### src/design/slab_pkg.sv
package slab_pkg;

  localparam int MaxSlabsDef    = 16;
  localparam int MaxEntriesDef  = 256;
  localparam int HeaderBytesDef = 20;
  localparam int LinkBytesDef   = 4;

  localparam int ModeW  = 2;
  localparam int StatW  = 2;
  localparam int CfgIdxW = 2;
  localparam int CfgDatW = 13;

  localparam logic [ModeW-1:0] MODE_ALLOC = 2'd0;
  localparam logic [ModeW-1:0] MODE_FREE  = 2'd1;
  localparam logic [ModeW-1:0] MODE_REAP  = 2'd2;

  localparam logic [StatW-1:0] ST_OK      = 2'd0;
  localparam logic [StatW-1:0] ST_NOFRAME = 2'd1;
  localparam logic [StatW-1:0] ST_NOREAP  = 2'd2;
  localparam logic [StatW-1:0] ST_IDLEFREE = 2'd3;

  localparam logic [CfgIdxW-1:0] REG_SLAB_LOG2 = 2'd0;
  localparam logic [CfgIdxW-1:0] REG_ELEM_SIZE = 2'd1;
  localparam logic [CfgIdxW-1:0] REG_ALIGN_LOG2 = 2'd2;

endpackage

### src/design/slab_geom.sv
// Slab geometry: slab size, entry size, first offset and capacity.
// Capacity is found by a shift-subtract divider, one quotient bit a cycle.
module slab_geom import slab_pkg::*; #(
  parameter int MAX_ENTRIES  = MaxEntriesDef,
  parameter int HEADER_BYTES = HeaderBytesDef,
  parameter int LINK_BYTES   = LinkBytesDef
) (
  input  logic        clk,
  input  logic        rst,
  input  logic [4:0]  slab_size_log2,
  input  logic [12:0] element_size,
  input  logic [2:0]  alignment_log2,
  input  logic        start,
  output logic        done,
  output logic [16:0] slab_bytes,
  output logic [16:0] first,
  output logic [16:0] esize,
  output logic [$clog2(MAX_ENTRIES+1)-1:0] cap
);
  localparam int CapW = $clog2(MAX_ENTRIES+1);
  localparam int QW = 17;

  logic [4:0]  lg;
  logic [7:0]  align;
  logic [16:0] hdr;
  logic        busy;
  logic [4:0]  cnt;
  logic [16:0] rem;
  logic [16:0] num;
  logic [16:0] quo;
  logic [17:0] trial;

  // Saturate slab size and round header and entry sizes up to alignment
  always_comb begin
    lg = slab_size_log2;
    if (lg < 5'd12) lg = 5'd12;
    if (lg > 5'd16) lg = 5'd16;
    slab_bytes = 17'd1 << lg;
    align = 8'd1 << alignment_log2;
    hdr = 17'(HEADER_BYTES + LINK_BYTES) + 17'(align) - 17'd1;
    first = (hdr & ~(17'(align) - 17'd1)) - 17'(LINK_BYTES);
    esize = (17'(LINK_BYTES) + 17'(element_size) + 17'(align) - 17'd1)
            & ~(17'(align) - 17'd1);
  end

  assign trial = {rem, num[QW-1]} - {1'b0, esize};

  // Restoring division of (slab - first) by entry size
  always_ff @(posedge clk) begin
    if (rst) begin
      busy <= 1'b0;
      done <= 1'b0;
    end else begin
      done <= 1'b0;
      if (start && !busy) begin
        busy <= 1'b1;
        cnt  <= 5'(QW);
        rem  <= '0;
        num  <= (slab_bytes > first) ? slab_bytes - first : 17'd0;
        quo  <= '0;
      end else if (busy) begin
        if (!trial[17]) begin
          rem <= trial[16:0];
          quo <= {quo[15:0], 1'b1};
        end else begin
          rem <= {rem[15:0], num[QW-1]};
          quo <= {quo[15:0], 1'b0};
        end
        num <= {num[15:0], 1'b0};
        cnt <= cnt - 5'd1;
        if (cnt == 5'd1) begin
          busy <= 1'b0;
          done <= 1'b1;
        end
      end
    end
  end

  assign cap = (quo > 17'(MAX_ENTRIES)) ? CapW'(MAX_ENTRIES) : CapW'(quo);

endmodule

### config.mk
export PLATFORM = sky130hd
export DESIGN_NAME = slab_geom
export DESIGN_NICKNAME = d
export VERILOG_FILES = /design/src/design/slab_pkg.sv /design/src/design/slab_geom.sv
export SDC_FILE = /design/constraint.sdc
export NUM_CORES = 1
export LEC_CHECK = 0
export ABC_CLOCK_PERIOD_IN_PS = 5600
export BUFFER_PORTS_ARGS = -buffer_cell sky130_fd_sc_hd__buf_4
export CELL_PAD_IN_SITES_DETAIL_PLACEMENT = 1
export CELL_PAD_IN_SITES_GLOBAL_PLACEMENT = 2
export CORE_ASPECT_RATIO = 0.5
export CORE_MARGIN = 2
export CORE_UTILIZATION = 31
export DETAILED_ROUTE_END_ITERATION = 7
export GPL_TIMING_DRIVEN = 0
export PLACE_DENSITY_LB_ADDON = 0.1
export SYNTH_ARGS = -nofsm -noshare
export SYNTH_HDL_FRONTEND = slang
export SYNTH_SLANG_ARGS = --single-unit
### constraint.sdc
create_clock -name clk -period 5.6 [get_ports clk]
set_clock_uncertainty 0.15 [all_clocks]
set_input_delay 0.84 -clock clk [delete_from_list [all_inputs] [get_ports clk]]
set_output_delay 0.84 -clock clk [all_outputs]
set_load 0.005 [all_outputs]
# After elaboration in Yosys (flattened, before gate mapping)
# Cells that the tools add are included.
# classes
n_addsub,10
order_cmp,4
n_eq_ne,1
n_shift,2
muxes,15
bitwise,5
reduce_logical,5
# ops
op,count
two-way mux 17 bit,6
AND 17 bit,2
subtractor 18 x 17 -> 18 bit,1
greater-than comparator 17 bit,1
"greater-than comparator 17 x 9 -> 1 bit, second input constant",1
NOT 17 bit,1
"left shift 1 x 5 -> 17 bit, first input constant",1
subtractor 17 bit,1
"subtractor 17 x 3 -> 17 bit, second input constant",1
"subtractor 15 x 1 -> 16 bit, second input constant",1
adder 14 x 8 -> 15 bit,1
two-way mux 5 bit,3
"adder 3 x 13 -> 14 bit, first input constant",1
"subtractor 9 x 1 -> 10 bit, second input constant",1
"adder 5 x 8 -> 9 bit, first input constant",1
two-way mux 9 bit,1
"subtractor 8 x 1 -> 9 bit, second input constant",1
"left shift 1 x 3 -> 8 bit, first input constant",1
"equality test 5 x 1 -> 1 bit, second input constant",1
"greater-than comparator 5 bit, second input constant",1
"less-than comparator 5 x 4 -> 1 bit, second input constant",1
two-way mux 1 bit,5
"subtractor 5 x 1 -> 5 bit, second input constant",1
OR reduction 3 bit,1
other kinds (5),6
# totals
reg_bits,58
inputBits,24

# Logic depth before layout (Yosys ltp)
# Gate-level depths: netlist (run 1).
# logic_depth
depth_word,8
mapped_depth,24

# Least setup slack after synthesis (run 1)
# No wires, ideal clock.
# synth_timing
path_type,input-to-reg
from,in alignment_log2[2]
to,reg rem[14] (data pin)
setup_ps,147
arrival_time_ps,5151
required_time_ps,5303
slack_ps,152
cell_stages,23
path_buffers,1
cell_sequence,clkbuf_1 -> nor2_1 -> nand2_1 -> ha_1 -> inv_1 -> ha_1 -> inv_1 -> fa_1 -> nor2b_1 -> o21ai_0 -> a21boi_0 -> o31ai_1 -> a21oi_1 -> and3_1 -> xnor2_1 -> ha_1 -> nand3_1 -> and4bb_2 -> a21o_1 -> a211oi_4 -> xor2_4 -> or4_1 -> a21oi_1
# synth_between
elab_chain_cells,7
elab_cells_between_ends,9
cone_classes,4 x add/sub; 1 x shift; 2 x mux; 2 x bitwise
# synth_lines
item,line_no,text
"start, declared",slab_geom.sv:12,"input logic [2:0] alignment_log2,"
left shift 1 x 3 -> 8 bit *,slab_geom.sv:39,align = 8'd1 << alignment_log2;
adder 14 x 8 -> 15 bit or subtractor 8 x 1 -> 9 bit (tied branches),"slab_geom.sv:42, slab_geom.sv:43",
subtractor 15 x 1 -> 16 bit or NOT 17 bit (tied branches),"slab_geom.sv:42, slab_geom.sv:43",
AND 17 bit *,slab_geom.sv:43,& ~(17'(align) - 17'd1);
subtractor 18 x 17 -> 18 bit *,slab_geom.sv:46,"assign trial = {rem, num[QW-1]} - {1'b0, esize};"
two-way mux 17 bit *,slab_geom.sv:62,if (!trial[17]) begin
two-way mux 17 bit *,slab_geom.sv:61,end else if (busy) begin
"end signal, assigned",slab_geom.sv:63,rem <= trial[16:0];
"end signal, assigned",slab_geom.sv:66,"rem <= {rem[15:0], num[QW-1]};"
"end, declared",slab_geom.sv:28,logic [16:0] rem;
# Every way passes the cells marked *; elsewhere a longest branch is shown, timed or not. The select of a mux whose other input is x is not followed.
# A chain may end at the register's enable or synchronous reset.

# Worst setup path in the final report (run 1)
# layout_timing
from,in alignment_log2[0]
to,reg rem[14] (data pin)
# The elaborated chain is that of the path after synthesis.

==> flow_summary.yaml, run 1 <==
worst_hold_path:
  min_from: "cnt[4]"
  hold_path_end: "done"
  hold_depth: 1
  hold_class: "reg2reg"
yosys:
  yosysSeqAreaShare_pct: 34.9
  yosys_warnings: 0
  synthFlopType: "edfxtp_1"
  synthSimpleGateAreaFrac_pct: 19.1
  synth-edff-count: 56
  syn_area_per_cell_um2: 8.98
  synth_top_family_by_area: "simple AND/OR/NAND/NOR gates"
  synth_cell_types: 59
  yosys-mux-area-fraction_pct: 0.203
  synth_area_um2: 4930
  synth-adder-area-share_pct: 12.6
  synth_seq_cells: 58
  synthArstFlopShare_pct: 0
  synth_xor_area_share_pct: 7.31
  synthCells: 549
  synth_compound_area_share_pct: 17.9
global_route:
  gr-total-overflow: 0
  antenna_found_initial: 0
  met3_usage_pct: 3.47
  grt_busiest_layer: "met2"
  grtUsageTotal_pct: 15.8
  groute.layer.met2.usage_pct: 25.8
  grt_first_pass_wirelength_um: 21300
  grt_pass1_vias: 4293
  grt_max_degree: 32
  grt_use_met1_pct: 21.6
setup_path:
  crit_buf_inv: 4
  reg2regPathDepth: 7
  endpoint_kind: "register"
  path_max_fanout: 10
  r2r-end: "rem[14]"
  path_depth: 23
  required_ns: 5.64
  rrSetupSlack_ns: 2.69
  critPathMaxStageDelay_ns: 0.52
  regToRegStartpoint: "rem[3]"
  crit_family: "simple AND/OR/NAND/NOR gates"
  start_kind: "primary input"
  critPathSlowestCell: "or4_1"
  crit_chain: "buf_4 -> clkbuf_4 -> nand2_1 -> ha_1 -> inv_1 -> ha_1 -> inv_1 -> fa_1 -> nor2b_1 -> o21ai_1 -> a21boi_2 -> o31ai_1 -> a21oi_2 -> and3_4 -> xnor2_1 -> ha_2 -> nand3_1 -> and4bb_2 -> a21o_1 -> a211oi_4 -> xor2_4 -> or4_1 -> a21oi_2"
  arrival_ns: 5.31
  crit_type: "in2reg"
routing:
  first_pass_iters: 4
  drt-initial-drc-count: 188
  vias_per_cell: 4.76
  vias: 4178
  drc: 0
  ant_nets: 0
  routed_wl_um: 12800
  wl_per_cell_um: 14.6
finish:
  nets: 740
  syn_to_final_growth_pct: 27.2
  drive_above_1_share_pct: 20.7
  antennaDiodeCount: 0
clock_network:
  root_buffer: "clkbuf_16"
  h-tree-depth: 3
  hold_buffers: 0
  path_clk_slew_ns: 0.06
  clkSinkCount: 58
  tritoncts: "built"
  cts_buffers: 9
  cts_buffer_depth: 2
  clkLatencyLatePin_ns: 0.33
timing:
  max_freq_mhz: 190
  rsz0062_at_grt: "no"
  whs_ns: 0.369
  setup_tns_ns: 0
  slew_violations: 0
  setup_viol: 0
  fin_crit_ns: 5.28
  slew-limit-headroom_pct: 35.3
  finalHoldViolations: 0
  worstMarginPinSlew_ns: 0.969
  min_period_over_period_pct: 94.2
placed_design:
  io_buffers: 60
  dp_hpwl_um: 9710
  globalplace.congestion: 0.783
power:
  power_density_nw_per_um2: 276
  p_leak_nw: 2.81
  vdd_drop_max_uv: 166
floorplan:
  die_w_um: 182
  io-pin-count: 85
  die_height_um: 93.2
  core-area_um2: 15500
  dieArea_um2: 17000
  rows: 32
  start_util_pct: 31.8
run_status:
  outcome: "finished, final reports clean"
run:
  cap_violations: 0
==> state kept, by name, indices dropped and copies added (netlist names) <==
name	count
done	1
cnt	5
num	17
busy	1
rem	17
quo	17
==> layer usage <==
layer  vias to the layer above  wire (um)
met5                         -          0
met1                      1972       6640
met2                        67       5630
met4                         0        116
met3                        12        445
li1                       2127          -
==> what timing repair did <==
action / 4_1_cts / 5_1_grt
resized for setup: 5 / 16
pin swaps: 2 / 6
setup buffers: 0 / 9
gates cloned: 0 / 1
endpoints found under the setup margin: 17 / 17
==> layout by cell type, fill, tap and decap left out, types with 15 or more instances in the layout <==
cell | netlist | final
edfxtp_1 | 56 | 56
inv_1 | 36 | 36
and2_1 | 29 | 29
xnor2_1 | 27 | 25
nand2b_1 | 15 | 15
conb_1 | 2 | 39
buf_4 | 24 | 93
a21oi_1 | 43 | 40
nand2_1 | 63 | 63
o21ai_0 | 33 | 32
nor2_1 | 27 | 25
ha_1 | 45 | 44
==> cells by family (layout without fill, tap and decap cells) <==
group                      Yosys count  after routing
AOI/OAI and AO/OA                  137            137
adders and majority gates           48             48
DFF                                 58             58
and+or+nand+nor                    188            188
buffers and inverters               76            163
other                                2             39
muxes                                1              1
xor gates and xnor gates            39             39
==> synth_stat cells (11+ instances only) <==
master | n | area share, %
buf_4 | 24 | 3.7
inv_1 | 36 | 2.7
xnor2_1 | 27 | 4.8
ha_1 | 45 | 11
o21ai_0 | 33 | 3.3
nand2_1 | 63 | 4.8
xor2_1 | 11 | 2.0
edfxtp_1 | 56 | 34
and2_1 | 29 | 3.7
clkbuf_1 | 12 | 0.91
a21oi_1 | 43 | 4.4
nor2_1 | 27 | 2.1
nand2b_1 | 15 | 1.9
==> worst max-delay path by stage <==
stage                            from  endpoint  slack (ns)
floorplan           alignment_log2[2]   rem[14]        0.15
global placement    alignment_log2[0]    rem[8]       -0.66
detailed placement  alignment_log2[0]    rem[5]       -0.70
CTS                 alignment_log2[2]   rem[14]        0.05
global route        alignment_log2[1]   rem[14]       0.008
finish              alignment_log2[0]   rem[14]        0.32
==> report_power, final <==
part	total [mW]	switching, mW	leakage (nW)	internal (mW)
Combinational	0.566	0.310	2.09	0.256
Sequential	0.556	0.0236	0.561	0.532
Clock	0.607	0.214	0.156	0.393
Total	1.73	0.548	2.81	1.18
==> per-stage QoR <==
step | power, mW | instance area [um2] | util (%) | setup WS [ns] | instances
final | 1.73 | 6270 | 40.5 | 0.325 | 877
after global placement | 1.09 | 5780 | 37.3 | -0.663 | 850
after detailed placement | 1.10 | 5800 | 37.5 | -0.703 | 851
after CTS | 1.72 | 6140 | 39.6 | 0.0481 | 867
after global routing | 1.84 | 6270 | 40.5 | 0.00763 | 877
after floorplan | 0.953 | 5070 | - | 0.152 | 586
==> layout make-up <==
type / count / area (um2)
fill: 1836 / 9220
multi-input combinational: 452 / 3020
sequential: 58 / 1720
timing repair buffer: 71 / 549
buffer: 40 / 262
tap: 204 / 255
clock buffer: 9 / 225
inverter: 36 / 135
clock inverter: 7 / 103
(Power assumes the default switching activity.)
==> run 2: changes to the inputs <==
Settings changed: ABC_CLOCK_PERIOD_IN_PS 5600 to 4300, CORE_MARGIN 2 to not set.
Clock period 5.6 ns to 4.3 ns, I/O delays scaled along.
==> flow_summary.yaml, run 2 (synthesis results as in run 1) <==
run_status:
  outcome: "complete, but fails checks"
  failed_checks: "negative setup slack"
floorplan:
  dieArea_um2: 16400
  die_w_um: 180
  die_height_um: 91.2
  start_util_pct: 31.9
  rows: 32
  io-pin-count: 85
  core-area_um2: 15500
clock_network:
  tritoncts: "built"
  hold_buffers: 0
  clkSinkCount: 58
  cts_buffer_depth: 2
  path_clk_slew_ns: 0.06
  root_buffer: "clkbuf_16"
  h-tree-depth: 3
  clkLatencyLatePin_ns: 0.33
  cts_buffers: 9
timing:
  slew-limit-headroom_pct: 49.8
  setup_tns_ns: -6.98
  fin_crit_ns: 4.76
  fin_ws_ns: -0.459
  setup_viol: 18
  worstMarginPinSlew_ns: 0.751
  rsz0062_at_grt: "yes"
  slew_violations: 0
  min_period_over_period_pct: 111
  max_freq_mhz: 210
  finalHoldViolations: 0
finish:
  final_common_cell: "buf_4"
  syn_to_final_growth_pct: 39.1
  drive_above_1_share_pct: 30.3
  multi_input_area_um2: 3380
  mostFrequentLayoutCells: "105 x buf_4, 56 x edfxtp_1, 53 x nand2_1"
  regArea_um2: 1720
  antennaDiodeCount: 0
  nets: 760
  instances_no_fill: 897
  reg.largest.list: "num: 17 flops, quo: 17 flops, rem: 17 flops"
  nFillCells: 1781
  fin_area_um2: 6860
worst_hold_path:
  hold_class: "in2reg"
global_route:
  grt_first_pass_wirelength_um: 21500
  antenna_found_initial: 0
  grt_max_degree: 36
  grt_pass1_vias: 4283
  grtUsageTotal_pct: 16.5
  gr-total-overflow: 0
routing:
  vias_per_cell: 4.84
  drc: 0
  wl_met2_um: 6340
  first_pass_iters: 4
  met1_length_um: 6690
  wl_met3_um: 435
  routed_wl_um: 13500
  highest_layer: "met4"
  vias: 4344
  wl_per_cell_um: 15.1
  ant_nets: 0
  drt-initial-drc-count: 197
power:
  p_leak_nw: 3.02
  vdd_drop_max_uv: 241
  finalPower_mw: 2.35
  power_density_nw_per_um2: 342
placed_design:
  dp.cells: 851
  globalplace.congestion: 0.795
  io_buffers: 60
  pre_cts_ws_ns: -1.33
  dp_hpwl_um: 9820
  placed_area_um2: 5850
setup_path:
  required_ns: 4.33
  arrival_ns: 4.79
  endpoint_kind: "register"
  start_kind: "primary input"
  path_max_fanout: 4
  crit_type: "in2reg"
run:
  cap_violations: 0
[run 2: area by class of cell]
cell class,instances,area share (%)
Clock buffer,9,3.28
Timing Repair Buffer,92,11.3
Tap cell,204,3.72
Inverter,36,1.97
Clock inverter,7,1.13
Multi-Input combinational cell,452,49.2
Buffer,39,4.25
Sequential cell,58,25.1
[run 2: power by group]
| group | total, mW | switching [mW] | internal (mW) |
|---|---|---|---|
| Sequential | 0.736 | 0.0424 | 0.693 |
| Clock | 0.732 | 0.281 | 0.451 |
| Combinational | 0.879 | 0.460 | 0.419 |
| Total | 2.35 | 0.783 | 1.56 |
[run 2: worst paths after layout]
| kind | cells past startpoint | endpoint | startpoint | slack (ns) |
|---|---|---|---|---|
| worst min-delay path | 2 | done | rst | 0.35 |
| worst max-delay path | 24 | rem[14] | alignment_log2[0] | -0.46 |
| worst max register to register | 8 | rem[14] | rem[3] | 1.32 |
| worst min register to register | 1 | done | cnt[4] | 0.37 |
[run 2: stage by stage]
| stage | hold slack [ns] | utilization (%) |
|---|---|---|
| 2_1_floorplan | 0.307 | - |
| 3_3_place_gp | 0.348 | 37.6 |
| 3_5_place_dp | 0.345 | 37.8 |
| 4_1_cts | 0.345 | 42.3 |
| 5_1_grt | 0.350 | 44.4 |
| 6_report | 0.350 | 44.4 |
[run 2: repair_timing]
action / CTS / global route
hold endpoints to repair: 0 / 0
gates cloned: 2 / 0
resized for setup: 51 / 48
endpoints found under the setup margin: 18 / 18
setup buffers: 19 / 11
pin swaps: 23 / 39
[run 2: layer usage]
layer / up-vias / GRT usage, %
li1: 2165 / -
met1: 2081 / 21.7
met2: 89 / 27.6
met3: 9 / 3.65
met4: 0 / 3.63
met5: - / 0
[run 2: critical path, cell delays in order]
cell      delay (ns)
buf_4           0.12
clkbuf_8        0.14
nand2_2         0.08
ha_4            0.20
inv_2           0.06
ha_4            0.12
inv_2           0.04
fa_2            0.40
nor2b_2         0.14
o21ai_2         0.09
a21boi_2        0.21
o31ai_2         0.10
a21oi_2         0.22
and3_4          0.25
xnor2_4         0.13
ha_4            0.23
nand3_2         0.06
and4bb_2        0.25
a21o_1          0.21
a211oi_4        0.18
buf_6           0.16
xor2_4          0.09
or4_4           0.53
a21oi_2         0.13
==> run 3: changes to the inputs <==
Settings changed: CORE_MARGIN set to 2.
==> flow_summary.yaml, run 3 (synthesis results as in run 1) <==
routing:
  first_pass_iters: 4
  vias: 4347
  vias_per_cell: 4.78
  wl_per_cell_um: 15.2
  drt-initial-drc-count: 204
  drc: 0
  routed_wl_um: 13800
  ant_nets: 0
finish:
  final_common_cell: "buf_4"
  antennaDiodeCount: 0
  instances_no_fill: 909
  syn_to_final_growth_pct: 40.9
  reg.largest.list: "num: 17 flops, quo: 17 flops, rem: 17 flops"
  nets: 772
  mostFrequentLayoutCells: "118 x buf_4, 56 x edfxtp_1, 54 x nand2_1"
  drive_above_1_share_pct: 31.6
clock_network:
  cts_buffers: 9
  cts_buffer_depth: 2
  clkSinkCount: 58
  path_clk_slew_ns: 0.06
  h-tree-depth: 3
  tritoncts: "built"
  clkLatencyLatePin_ns: 0.33
  root_buffer: "clkbuf_16"
timing:
  setup_viol: 18
  rsz0062_at_grt: "yes"
  fin_ws_ns: -0.288
  max_freq_mhz: 218
  finalHoldViolations: 0
  fin_crit_ns: 4.59
  setup_tns_ns: -4.28
  worstMarginPinSlew_ns: 0.788
  slew-limit-headroom_pct: 47.4
  slew_violations: 0
  min_period_over_period_pct: 107
global_route:
  grt_first_pass_wirelength_um: 22500
  grt_pass1_vias: 4447
  antenna_found_initial: 0
  gr-total-overflow: 0
  grt_max_degree: 34
  grtUsageTotal_pct: 16.7
setup_path:
  endpoint_kind: "register"
  path_max_fanout: 8
  rrSetupSlack_ns: 1.40
  arrival_ns: 4.53
  required_ns: 4.24
  crit_type: "in2reg"
  start_kind: "primary input"
run_status:
  outcome: "complete, but fails checks"
  failed_checks: "negative setup slack"
floorplan:
  dieArea_um2: 17000
  die_w_um: 182
  io-pin-count: 85
  rows: 32
  core-area_um2: 15500
  start_util_pct: 31.8
  die_height_um: 93.2
placed_design:
  pre_cts_ws_ns: -1.37
  dp_hpwl_um: 9890
  globalplace.congestion: 0.766
  dp.cells: 851
  io_buffers: 60
power:
  vdd_drop_max_uv: 189
  power_density_nw_per_um2: 342
  p_leak_nw: 3.04
  finalPower_mw: 2.37
run:
  cap_violations: 0
worst_hold_path:
  hold_class: "in2reg"
==> run 3: cell count changes in the layout (fill, tap and decap cells not counted), sizes merged <==
cell	change
buf	+13
clkbuf	-1
clkinv	+1
clkinvlp	-1
==> run 3: metrics by stage <==
stage / util, % / hold slack [ns] / cell area (um2)
after floorplan: - / 0.307 / 5110
after global placement: 37.5 / 0.349 / 5820
after detailed placement: 37.7 / 0.346 / 5850
after CTS: 42.8 / 0.338 / 6630
after global routing: 44.8 / 0.353 / 6950
final: 44.8 / 0.350 / 6950
==> run 3: path summary, 6_finish.rpt <==
path                     start  endpoint  cells past startpoint
max          alignment_log2[2]   rem[15]                     25
min                        rst      done                      2
max reg2reg             rem[3]   rem[15]                      9
min reg2reg             cnt[4]      done                      1
==> run 3: repair_timing <==
item                       4_1_cts  5_1_grt
resized for setup               47       51
setup buffers                   31       12
hold buffers                     0        0
gates cloned                     2        0
pin swaps                       26       27
setup endpoints to repair       18       18
==> run 3: where the power goes <==
| part | switching (mW) | total, mW | leakage [nW] | internal [mW] |
|---|---|---|---|---|
| logic | 0.474 | 0.916 | 2.35 | 0.441 |
| registers | 0.0381 | 0.732 | 0.561 | 0.693 |
| clock network | 0.276 | 0.728 | 0.138 | 0.452 |
==> run 3: area by class of cell <==
cell class,count,area (um2)
clock inverters,7,78.8
multi-input cells,452,3410
well taps,204,255
fillers,1823,8550
plain buffers,39,288
repair buffers,104,836
inverters,36,135
clock buffers,9,225
flip-flops and latches,58,1720
==> run 3: routing by layer <==
metal  vias to the layer above  share of wire [%]  GRT usage [%]  wire length (um)
met5                         -                  0              0                 0
met3                        14                4.0           3.70               552
met2                        85                 46           27.8              6400
met4                         0                1.0           3.36               140
li1                       2197                  -              -                 -
met1                      2051                 49           22.5              6710
==> run 3: worst max-delay path, stage by stage <==
cell       delay [ns]
clkbuf_16        0.14
nor2_4           0.08
nand2_1          0.06
ha_1             0.26
inv_1            0.06
ha_2             0.18
inv_2            0.04
fa_2             0.35
nor2b_2          0.13
o21ai_2          0.07
a21boi_2         0.19
o31ai_2          0.09
a21oi_2          0.17
and3_4           0.24
xnor2_4          0.13
ha_4             0.23
nand3_4          0.07
and4bb_2         0.23
a21o_1           0.20
a211oi_4         0.21
buf_4            0.16
buf_6            0.10
xnor2_4          0.12
buf_6            0.18
a31o_2           0.20
